$ cat src/hw/rtl/pfd_pkg.sv
`timescale 1ns / 1ps

package pfd_pkg;

  // Fixed field widths.
  localparam int SAMPLE_BITS = 16;
  localparam int LEN_BITS = 16;
  localparam int FOLD_BITS = 4;
  localparam int STATUS_BITS = 2;
  localparam int INDEX_BITS = 2;
  localparam int DEF_MAX_STAGES = 12;

  // Register indexes on the write port.
  localparam logic [INDEX_BITS-1:0] REG_FOLD_COUNT = 2'd0;
  localparam logic [INDEX_BITS-1:0] REG_SOURCE_LENGTH = 2'd1;
  localparam logic [INDEX_BITS-1:0] REG_DEST_LENGTH = 2'd2;

  // Reset values of the registers.
  localparam logic [FOLD_BITS-1:0] RST_FOLD_COUNT = 4'd1;
  localparam logic [LEN_BITS-1:0] RST_SOURCE_LENGTH = 16'd2;
  localparam logic [LEN_BITS-1:0] RST_DEST_LENGTH = 16'd1;

  // Input commands.
  localparam logic CMD_PUSH = 1'b0;
  localparam logic CMD_DRAIN = 1'b1;

  // Result status codes.
  localparam logic [STATUS_BITS-1:0] ST_FOLDED = 2'd0;
  localparam logic [STATUS_BITS-1:0] ST_PAD = 2'd1;
  localparam logic [STATUS_BITS-1:0] ST_REJECT = 2'd2;
  localparam logic [STATUS_BITS-1:0] ST_NONE = 2'd3;

  typedef struct packed {
    logic command;
    logic signed [SAMPLE_BITS-1:0] sample;
  } item_t;

  typedef struct packed {
    logic signed [SAMPLE_BITS-1:0] value;
    logic [STATUS_BITS-1:0] status;
    logic is_last;
  } result_t;

  // One beat moving along the chain of stage cells.
  typedef struct packed {
    logic vld;
    logic drain;
    logic [STATUS_BITS-1:0] code;
    logic signed [SAMPLE_BITS-1:0] value;
  } pfd_beat_t;

endpackage

$ cat src/hw/rtl/pfd_cell.sv
`timescale 1ns / 1ps

module pfd_cell (
  input  logic              clk,
  input  logic              rst,
  input  logic              clear,
  input  logic              adv,
  input  logic              active,
  input  pfd_pkg::pfd_beat_t beat_in,
  output pfd_pkg::pfd_beat_t beat_out
);
  import pfd_pkg::*;

  logic pending;
  logic signed [SAMPLE_BITS-1:0] held;
  logic signed [SAMPLE_BITS:0] sum;
  logic folds;

  // Floor of the average: sign-extended sum, then drop the low bit.
  assign sum = {held[SAMPLE_BITS-1], held} + {beat_in.value[SAMPLE_BITS-1], beat_in.value};
  assign folds = beat_in.vld && !beat_in.drain && active;

  // Pending flag, held value and output beat.
  always_ff @(posedge clk) begin
    if (adv) begin
      beat_out.drain <= beat_in.drain;
      beat_out.code <= beat_in.code;
      if (folds) begin
        beat_out.value <= sum[SAMPLE_BITS:1];
        if (!pending) begin
          held <= beat_in.value;
        end
      end else begin
        beat_out.value <= beat_in.value;
      end
    end
    if (rst || clear) begin
      pending <= 1'b0;
      beat_out.vld <= 1'b0;
    end else if (adv) begin
      if (folds) begin
        pending <= !pending;
        beat_out.vld <= pending;
      end else begin
        beat_out.vld <= beat_in.vld;
      end
    end
  end

endmodule

$ cat src/hw/rtl/pfd_tail.sv
`timescale 1ns / 1ps

module pfd_tail (
  input  logic                         clk,
  input  logic                         rst,
  input  logic                         clear,
  input  logic [pfd_pkg::LEN_BITS-1:0] dest_length,
  input  pfd_pkg::pfd_beat_t           beat_in,
  input  logic                         result_stall,
  output logic                         result_valid,
  output pfd_pkg::result_t             result,
  output logic                         adv
);
  import pfd_pkg::*;

  logic [LEN_BITS-1:0] results_sent;
  logic [LEN_BITS-1:0] results_sent_next;
  logic [LEN_BITS:0] sent_inc;
  logic hit_last;
  logic done;

  assign adv = !result_valid || !result_stall;
  assign sent_inc = {1'b0, results_sent} + 1'b1;
  assign hit_last = (sent_inc == {1'b0, dest_length});
  assign done = (results_sent >= dest_length);

  // Count results and finish the status of drain beats.
  always_comb begin
    results_sent_next = results_sent;
    if (beat_in.vld) begin
      if (!beat_in.drain || (beat_in.code == ST_PAD && !done)) begin
        results_sent_next = sent_inc[LEN_BITS-1:0];
      end
    end
  end

  always_ff @(posedge clk) begin
    if (rst || clear) begin
      results_sent <= '0;
      result_valid <= 1'b0;
    end else if (adv) begin
      results_sent <= results_sent_next;
      result_valid <= beat_in.vld;
    end
  end

  // Result register.
  always_ff @(posedge clk) begin
    if (adv) begin
      if (!beat_in.drain) begin
        result.value <= beat_in.value;
        result.status <= ST_FOLDED;
        result.is_last <= hit_last;
      end else if (beat_in.code == ST_PAD && !done) begin
        result.value <= '0;
        result.status <= ST_PAD;
        result.is_last <= hit_last;
      end else if (beat_in.code == ST_PAD) begin
        result.value <= '0;
        result.status <= ST_NONE;
        result.is_last <= 1'b0;
      end else begin
        result.value <= '0;
        result.status <= beat_in.code;
        result.is_last <= 1'b0;
      end
    end
  end

endmodule

$ cat src/hw/rtl/pairwise_fold_decimator.sv
`timescale 1ns / 1ps
// An item is registered into the first stage cell at the edge that takes it, then passes through
// each further cell in turn and into the output register, from which results are presented.
// Throughput: one item per cycle; the whole chain holds while the output is stalled.
// Reset (rst, synchronous) restores the register defaults and empties the stages;
// any register write also starts a new spectrum.
module pairwise_fold_decimator #(
  parameter int MAX_STAGES = pfd_pkg::DEF_MAX_STAGES
) (
  input  logic                           clk,
  input  logic                           rst,
  input  logic                           item_valid,
  output logic                           item_stall,
  input  pfd_pkg::item_t                 item,
  output logic                           result_valid,
  input  logic                           result_stall,
  output pfd_pkg::result_t               result,
  input  logic                           wr_en,
  input  logic [pfd_pkg::INDEX_BITS-1:0] wr_index,
  input  logic [pfd_pkg::LEN_BITS-1:0]   wr_data
);
  import pfd_pkg::*;

  logic [FOLD_BITS-1:0] fold_count;
  logic [LEN_BITS-1:0] source_length;
  logic [LEN_BITS-1:0] dest_length;
  logic [LEN_BITS-1:0] samples_taken;
  logic setup_ok;
  logic adv;
  logic accepted;
  logic room;
  pfd_beat_t link [MAX_STAGES+1];

  // Configuration registers.
  always_ff @(posedge clk) begin
    if (rst) begin
      fold_count <= RST_FOLD_COUNT;
      source_length <= RST_SOURCE_LENGTH;
      dest_length <= RST_DEST_LENGTH;
    end else if (wr_en) begin
      unique case (wr_index)
        REG_FOLD_COUNT: fold_count <= wr_data[FOLD_BITS-1:0];
        REG_SOURCE_LENGTH: source_length <= wr_data;
        REG_DEST_LENGTH: dest_length <= wr_data;
        default: ;
      endcase
    end
  end

  // Setup check.
  always_comb begin
    setup_ok = 1'b1;
    if (source_length <= 16'd1) setup_ok = 1'b0;
    if (dest_length == '0) setup_ok = 1'b0;
    if (dest_length > source_length) setup_ok = 1'b0;
    if (fold_count == '0) setup_ok = 1'b0;
    if ({1'b0, fold_count} > (FOLD_BITS+1)'(MAX_STAGES)) setup_ok = 1'b0;
    if ((source_length >> fold_count) > dest_length) setup_ok = 1'b0;
  end

  // Entry: count samples and classify drain beats.
  assign item_stall = !adv;
  assign accepted = item_valid && adv;
  assign room = samples_taken < source_length;

  always_ff @(posedge clk) begin
    if (rst || wr_en) begin
      samples_taken <= '0;
    end else if (accepted && item.command == CMD_PUSH && setup_ok && room) begin
      samples_taken <= samples_taken + 1'b1;
    end
  end

  always_comb begin
    link[0].vld = accepted && (item.command == CMD_DRAIN || (setup_ok && room));
    link[0].drain = (item.command == CMD_DRAIN);
    link[0].value = item.sample;
    if (!setup_ok) begin
      link[0].code = ST_REJECT;
    end else if (room) begin
      link[0].code = ST_NONE;
    end else begin
      link[0].code = ST_PAD;
    end
  end

  // Chain of halving stages.
  for (genvar s = 0; s < MAX_STAGES; s++) begin : g_stage
    pfd_cell u_cell (
      .clk     (clk),
      .rst     (rst),
      .clear   (wr_en),
      .adv     (adv),
      .active  ({1'b0, fold_count} > (FOLD_BITS+1)'(s)),
      .beat_in (link[s]),
      .beat_out(link[s+1])
    );
  end

  pfd_tail u_tail (
    .clk         (clk),
    .rst         (rst),
    .clear       (wr_en),
    .dest_length (dest_length),
    .beat_in     (link[MAX_STAGES]),
    .result_stall(result_stall),
    .result_valid(result_valid),
    .result      (result),
    .adv         (adv)
  );

endmodule
$ cat config.mk
export PLATFORM = sky130hd
export DESIGN_NAME = pairwise_fold_decimator
export DESIGN_NICKNAME = d
export VERILOG_FILES = /design/src/hw/rtl/pfd_pkg.sv /design/src/hw/rtl/pfd_cell.sv /design/src/hw/rtl/pfd_tail.sv /design/src/hw/rtl/pairwise_fold_decimator.sv
export SDC_FILE = /design/constraint.sdc
export NUM_CORES = 1
export LEC_CHECK = 0
export BUFFER_PORTS_ARGS = -buffer_cell sky130_fd_sc_hd__buf_2
export CORE_UTILIZATION = 54
export CTS_BUF_LIST = sky130_fd_sc_hd__clkbuf_2 sky130_fd_sc_hd__clkbuf_4 sky130_fd_sc_hd__clkbuf_8
export DETAILED_ROUTE_END_ITERATION = 7
export PLACE_DENSITY_LB_ADDON = 0.25
export SETUP_SLACK_MARGIN = 0.15
export SLEW_MARGIN = 25
export SYNTH_ARGS = -nofsm -noshare
export SYNTH_HDL_FRONTEND = slang
export SYNTH_SLANG_ARGS = --single-unit
$ cat constraint.sdc
create_clock -name clk -period 13.4 [get_ports clk]
set_input_delay 1.34 -clock clk [delete_from_list [all_inputs] [get_ports clk]]
set_output_delay 1.34 -clock clk [all_outputs]
set_load 0.01 [all_outputs]
==> results of run 1 <==
[flip-flops by register name (all words and copies together) (netlist names)]
register,cells
samples_taken,16
u_tail.results_sent,16
g_stage.u_cell.held,192
dest_length,16
g_stage.u_cell.beat_out,240
source_length,16
u_tail.result_valid,1
u_tail.result,19
fold_count,4
g_stage.u_cell.pending,12
[stage by stage]
step | utilization | std cells | worst slack, ns
floorplan | - | 2779 | 3.49
global placement | 0.566 | 3470 | 8.75
detailed placement | 0.566 | 3470 | 8.64
CTS | 0.601 | 3632 | 8.61
global route | 0.601 | 3634 | 8.43
finish | 0.601 | 3635 | 8.79
[synth_stat cells, types with 6 or more instances]
library cell,count
inv_1,110
nor2b_1,39
nor4_1,10
xnor2_1,90
nor3b_1,15
o21ai_0,271
and3_1,24
a211o_1,8
fa_1,12
or4b_2,6
o21a_1,35
or4_1,18
o41ai_1,7
o2111ai_1,9
nand2b_1,28
edfxtp_1,439
clkbuf_1,80
o211ai_1,26
o311ai_0,7
nand3b_1,6
o31ai_1,25
dfxtp_1,93
nand3_1,57
ha_1,245
a21oi_1,191
nand2_1,373
a21o_1,35
o21bai_1,21
or2_2,8
a31oi_1,36
nor3_1,63
or3_1,26
xor2_1,83
a211oi_1,25
nor2_1,133
nand4_1,30
mux2i_1,19
a41oi_1,6
and2_1,10
[logic make-up (layout without fill, tap and decap cells)]
family                   count (synthesis)  after routing  share of synthesized area
AO/OA/AOI/OAI                          736            736                      0.150
XOR/XNOR                               173            173                     0.0516
adder cells (fa/ha/maj)                257            257                      0.112
buffers and inverters                  194            352                     0.0251
flip-flops                             532            532                      0.512
multiplexers                            26             26                     0.0103
other                                    0              2                          0
AND/OR/NAND/NOR                        861            861                      0.139
[critical path: cells and delay by family (launching register included)]
kind | cells | cell delay, ns
flip-flops | 1 | 0.78
AO/OA/AOI/OAI | 6 | 1.33
AND/OR/NAND/NOR | 6 | 1.41
adder cells (fa/ha/maj) | 1 | 0.31
buffers and inverters | 2 | 0.67
[routing by layer]
metal,part of all wire,global-route usage,vias to the layer above
li1,-,-,10523
met5,0,0,-
met3,0.036,0.0379,134
met4,0.030,0.0852,0
met1,0.42,0.264,10226
met2,0.51,0.397,368
[power by group through the flow]
stage | logic (mW) | registers [mW] | clock network, mW
3_5_place_dp | 0.721 | 2.11 | 0
6_report | 0.731 | 2.07 | 1.51
2_1_floorplan | 0.574 | 2.06 | 0
5_1_grt | 0.825 | 2.09 | 1.62
3_3_place_gp | 0.687 | 2.10 | 0
4_1_cts | 0.727 | 2.07 | 1.56
[worst min-delay path by stage]
stage | depth (start not counted) | end | from | slack, ns
after floorplan | 0 | g_stage[10].u_cell.beat_out[16]$_DFFE_PN_ | g_stage[9].u_cell.beat_out[16]$_DFFE_PN_ | 0.40
after global placement | 0 | g_stage[6].u_cell.beat_out[17]$_DFFE_PN_ | g_stage[5].u_cell.beat_out[17]$_DFFE_PN_ | 0.40
after detailed placement | 0 | g_stage[9].u_cell.beat_out[17]$_DFFE_PN_ | g_stage[8].u_cell.beat_out[17]$_DFFE_PN_ | 0.41
after CTS | 0 | g_stage[11].u_cell.beat_out[17]$_DFFE_PN_ | g_stage[10].u_cell.beat_out[17]$_DFFE_PN_ | 0.41
after global routing | 0 | g_stage[11].u_cell.beat_out[17]$_DFFE_PN_ | g_stage[10].u_cell.beat_out[17]$_DFFE_PN_ | 0.41
final | 0 | g_stage[7].u_cell.beat_out[17]$_DFFE_PN_ | g_stage[6].u_cell.beat_out[17]$_DFFE_PN_ | 0.41
[area by class of cell]
type | count | area (µm²)
Clock inverter | 49 | 432
Inverter | 110 | 413
Sequential cell | 532 | 15000
Timing Repair Buffer | 80 | 483
Fill cell | 4329 | 21400
Clock buffer | 113 | 1430
Multi-Input combinational cell | 2053 | 13700
Antenna cell | 2 | 5.00
Tap cell | 696 | 871
==> metrics, run 1 <==
outcome finished, final reports clean; setup slack, reg-to-reg between 8 and 9 ns; Num Clock Sinks 532; layout cells sized above 1 0.0933; fmax 217 MHz; CP required 13.99 ns; CP max-delay cell dfxtp_1; DRT iter0 DRCs 1,175; CTS resizes 0; TritonCTS buffer count a little under 90; HPWL after DPL 43.9 mm; Net Sw Power roughly 1.2 mW; Fin Setup TNS 0 ns; Reg-to-Reg Start fold_count[0]$_SDFFE_PP1P_; Via-to-Cell Ratio just under 6; most frequent cells in the layout edfxtp_1 (439), nand2_1 (367), o21ai_0 (271); Synth Instances between 2,000 and 3,000; worst-margin pin slew 1.03 ns; Logic pwr share 0.169; max_cap viols 0; CP Class reg -> reg; Skew-Pair Late Insertion Delay between 0.6 and 0.7 ns; global route overflow 0; pwr dens 133 nW/µm²; Worst Setup SP fold_count[0]$_SDFFE_PP1P_; Cell Int Power between 3 and 4 mW; full die area roughly 55,000 µm²; worst-path cell chain inv_1, nor2_1, a21oi_1, a21oi_1, nor2_1, ha_1, and3_1, a22o_1, o21ai_0, nand4_1, a211o_1, or2_1, buf_4, or4_1, a21oi_1; Routed WL 61.1 mm; number of port buffers 60; CP Max Fanout 46; Leakage 12.8 nW; design area roughly 32,000 µm²; sw frac 0.272; Post-CTS Setup Inserts 0; CP peak stage delay 0.78 ns; worst path arrival time 5.20 ns; Yosys top cell area share 0.449; antenna-violating nets left 0; Max Slew Vio Count 0; antenna violations before repair 2; IO Pins 61; hold crit path type reg -> reg; Seq/Total Area, Yosys 0.512; Die Width 235 µm; Clk network pwr share 0.351; Critical Path Source Type register; crit path capture samples_taken[14]$_SDFFE_PP0P_; CTS root buffer clkbuf_8; Area growth syn-to-layout 10.1%; minimum clock period between 4 and 5 ns; CP endpoint kind register; DR WL/cell 16.8 µm; top_reg_cell synth edfxtp_1; Async S/R FF share, synth 0; Seq cells post-synth 532; H-tree depth 3; worst r2r dst samples_taken[14]$_SDFFE_PP0P_; die height around 240 µm; CTS tree built; RSZ-0062 raised after global routing no; YS warnings 0; pin count of the biggest net entering global routing 203; Tot GR Track Use 0.221; global-route wire length before repair 102 mm; GPL Wtd Cong 0.882; Synth Net Count between 3,000 and 4,000; vias in the first global route 21,229; Distinct cells, synth 69; largest area contributor in the netlist edfxtp_1; Final Skew about 0.04 ns; Pre-antenna DRT Iters 5; CTS clock-pin slew for the worst setup and hold paths approximately 0.070 ns; final hold slack just over 0.4 ns; Setup Viol. Count Final 0; Flop pwr share 0.480; period utilisation layout 0.344; Slew headroom 0.316; # hold bufs at CTS 0; Post-synth EDFFs 439; core area 53,800 µm²; Avg Cell Area, Syn between 10 and 15 µm²; Fin. Hold Viols 0; commonest non-fill, non-tap cell in the layout edfxtp_1; DRC 0; R2R cell count 15; DP Area a little over 30,000 µm²; maximum VDD drop between 0.09 and 0.1 mV; site row count 85; crit-path most repeated cell a21oi_1; worst-case clock buffer depth 3; Design Power 4.31 mW; total number of vias 21,251; initial core utilization 0.546; synthesized area about 30,000 µm²; Synth area leaders edfxtp_1 (45%), ha_1 (10%), dfxtp_1 (6.3%); nets between 3,000 and 4,000
No activity file was read; power rests on OpenSTA's default activity.
==> inputs of run 2 (changes only) <==
ABC_AREA = 1   (was not set)
clock period = 4.3 ns   (was 13.4 ns; I/O delays follow)
==> run 2 against run 1 <==
Against the previous run:
- setup slack worse by 8.0 ns
- global-route usage grew 2.7 points
- critical path depth grew 4
- clock power grew to 3.3 times the previous value
==> metrics, run 2 <==
Via-to-Cell Ratio 5.54 (-5.2%); CTS clock-pin slew for the worst setup and hold paths 0.07 ns (about the same); pwr dens 422 nW/µm² (+220%); antenna violations before repair 1 (-1); Pre-antenna DRT Iters 5 (unchanged); top_reg_cell synth edfxtp_1; Met3 Routed Length 2.75 mm (+23%); Skew-Pair Late Insertion Delay 0.69 ns (about the same); Synth area leaders edfxtp_1 (43%), ha_1 (10%), nand2_1 (9.0%); full die area 57,400 µm² (+3.8%); setup slack, reg-to-reg 0.74 ns (-8.05 ns); Distinct cells, synth 57 (-17%); largest reg by FF count g_stage.u_cell.beat_out; Fin. Hold Viols 0 (unchanged); CP Class reg -> reg; global-route wire length before repair 116 mm (+14%); CP required 4.65 ns (-9.34 ns); site row count 86 (+1.2%); CTS resizes 0 (unchanged); R2R cell count 19 (+4); CTS root buffer clkbuf_8; worst r2r dst g_stage[0].u_cell.held[14]$_DFFE_PP_; Num Clock Sinks 532 (unchanged); worst path arrival time 3.92 ns (-1.28 ns); Tot GR Track Use 0.248 (+0.0272); die height 240 µm (+1.9%); worst-margin pin slew 0.915 ns (-0.112 ns); Setup Viol. Count Final 0 (unchanged); initial core utilization 0.550 (+0.00440); Async S/R FF share, synth 0 (unchanged); Design Power 14.3 mW (+230%); period utilisation layout 0.829 (+0.484); Synth Net Count 3,620 (+18%); TritonCTS buffer count 91 (+3.4%); total number of vias 23,752 (+12%); Critical Path Source Type register; CP Max Fanout 29 (-37%); Fin Setup TNS 0 ns (unchanged); Slew headroom 0.390 (+0.0745); CP endpoint kind register; met2 routed WL 35.5 mm (+14%); biggest regs g_stage.u_cell.beat_out: 240 flops, g_stage.u_cell.held: 192 flops, u_tail.result: 19 flops; maximum VDD drop 0.358 mV (+270%); Routed WL 70.5 mm (+15%); Post-CTS Setup Inserts 0 (unchanged); pre-CTS setup slack 0.714 ns (-7.93 ns); minimum clock period 3.56 ns (-1.05 ns); worst-case clock buffer depth 3 (unchanged); nets 3,754 (+19%); pin count of the biggest net entering global routing 134 (-34%); Final WS setup 0.737 ns (-8.05 ns); Synth Instances 3,323 (+20%); GPL Wtd Cong 0.911 (+3.3%); max reg flops 240 (unchanged); Seq cells post-synth 532 (unchanged); fmax 281 MHz (+30%); Leakage 14.8 nW (+16%); Post-synth EDFFs 439 (unchanged); YS warnings 0 (unchanged); hold path cells 3 (+3); commonest non-fill, non-tap cell in the layout nand2_1; IO Pins 61 (unchanged); number of port buffers 60 (unchanged); Max Slew Vio Count 0 (unchanged); largest area contributor in the netlist edfxtp_1; vias in the first global route 23,635 (+11%); # hold bufs at CTS 19 (+19); outcome finished, final reports clean; most frequent cell after synthesis nand2_1; Avg Cell Area, Syn 9.18 µm² (-13%); HPWL after DPL 51.3 mm (+17%); core area 55,400 µm² (+3.0%); top sig layer met4; hold crit path type in -> reg; synthesized area 30,500 µm² (+3.8%); max_cap viols 0 (unchanged); most frequent cells in the layout nand2_1 (732), edfxtp_1 (439), inv_1 (353); DRT iter0 DRCs 1,497 (+27%); Area growth syn-to-layout 11.1%; Seq/Total Area, Yosys 0.493 (-0.0188); met1 WL 30.4 mm (+17%); Die Width 240 µm (+1.9%); commonest cells in the netlist nand2_1 (732), edfxtp_1 (439), inv_1 (353), a21oi_1 (294), ha_1 (245); Final Skew 0.0293 ns (-0.0112 ns); H-tree depth 3 (unchanged); Yosys top cell area share 0.432 (-0.0164); crit path capture g_stage[0].u_cell.held[14]$_DFFE_PP_; Worst Setup SP fold_count[0]$_SDFFE_PP1P_; antenna-violating nets left 0 (unchanged); DRC 0 (unchanged); FILL cells 4,678 (+8.1%); CTS tree built; layout cells sized above 1 0.0908 (-0.00249); global route overflow 0 (unchanged); RSZ-0062 raised after global routing no; Reg-to-Reg Start fold_count[0]$_SDFFE_PP1P_; DR WL/cell 16.4 µm (-2.2%)
run 2: cell count changes after synthesis, moves of 43 or more:
cell,change
nand3_1,+123
a21oi_1,+103
clkbuf_1,-43
inv_1,+243
nand2_1,+359
o21ai_1,+47
run 2: cell type report:
cell class	instances	area, µm²	share of cell area
sequential	532	15000	0.444
multi-input combinational	2359	13800	0.408
clock buffer	131	1650	0.0486
inverter	365	1370	0.0404
tap	748	936	0.0276
timing repair buffer	108	721	0.0213
clock inverter	40	347	0.0102
antenna	2	5.00	0.000148
run 2: worst min path at each step:
stage / to / slack, ns / startpoint
after floorplan: g_stage[10].u_cell.beat_out[16]$_DFFE_PN_ / 0.40 / g_stage[9].u_cell.beat_out[16]$_DFFE_PN_
after global placement: g_stage[6].u_cell.beat_out[16]$_DFFE_PN_ / 0.40 / g_stage[5].u_cell.beat_out[16]$_DFFE_PN_
after detailed placement: g_stage[3].u_cell.beat_out[17]$_DFFE_PN_ / 0.40 / g_stage[2].u_cell.beat_out[17]$_DFFE_PN_
after CTS: dest_length[4]$_SDFFE_PP0P_ / 0.02 / wr_data[4]
after global routing: dest_length[8]$_SDFFE_PP0P_ / 0.05 / wr_data[8]
final: source_length[4]$_SDFFE_PP0P_ / 0.08 / wr_data[4]
run 2: per-layer routing:
layer  GRT usage  vias to the layer above
met4      0.0822                        0
met1       0.304                    11219
met2       0.445                      531
li1            -                    11861
met3      0.0363                      141
met5           0                        -
run 2: worst max-delay path, cell delays in order, from the launching register on:
cell,delay [ns]
dfxtp_1,0.41
buf_4,0.30
o21ai_0,0.20
mux2i_1,0.25
o22ai_1,0.18
o32ai_1,0.17
inv_1,0.09
ha_1,0.29
nand2_1,0.06
inv_1,0.04
nand2_1,0.06
nand2_1,0.04
nand2_1,0.05
nand2_1,0.06
nand2_1,0.06
a21oi_1,0.08
nor2_2,0.35
nand4_1,0.18
inv_1,0.08
buf_4,0.27
run 2: through the flow:
step           hold WS, ns  cell area (µm²)  utilization  instances
2_1_floorplan        0.400            30500            -       3323
3_3_place_gp         0.402            31700        0.572       4093
3_5_place_dp         0.405            31700        0.572       4093
4_1_cts             0.0222            33900        0.612       4283
5_1_grt             0.0496            33900        0.612       4284
6_report            0.0761            33900        0.612       4285
run 2: where the power goes:
part           internal, mW  switching (mW)  leakage (nW)  total (mW)
clock                  2.79            2.16          1.05        4.94
combinational          1.07            1.71          8.63        2.78
sequential             6.23           0.348          5.12        6.58
total                  10.1            4.21          14.8        14.3
run 2: kinds of logic (layout without fill, tap and decap cells):
kind of cell,Yosys count,after routing,share of synthesized area
AND/OR/NAND/NOR,1256,1256,0.177
AO/OA/AOI/OAI,722,722,0.130
flip-flops,532,532,0.493
buffers and inverters,432,644,0.0551
adder cells (fa/ha/maj),257,257,0.108
XOR/XNOR,120,120,0.0345
multiplexers,4,4,0.00131
other,0,2,0
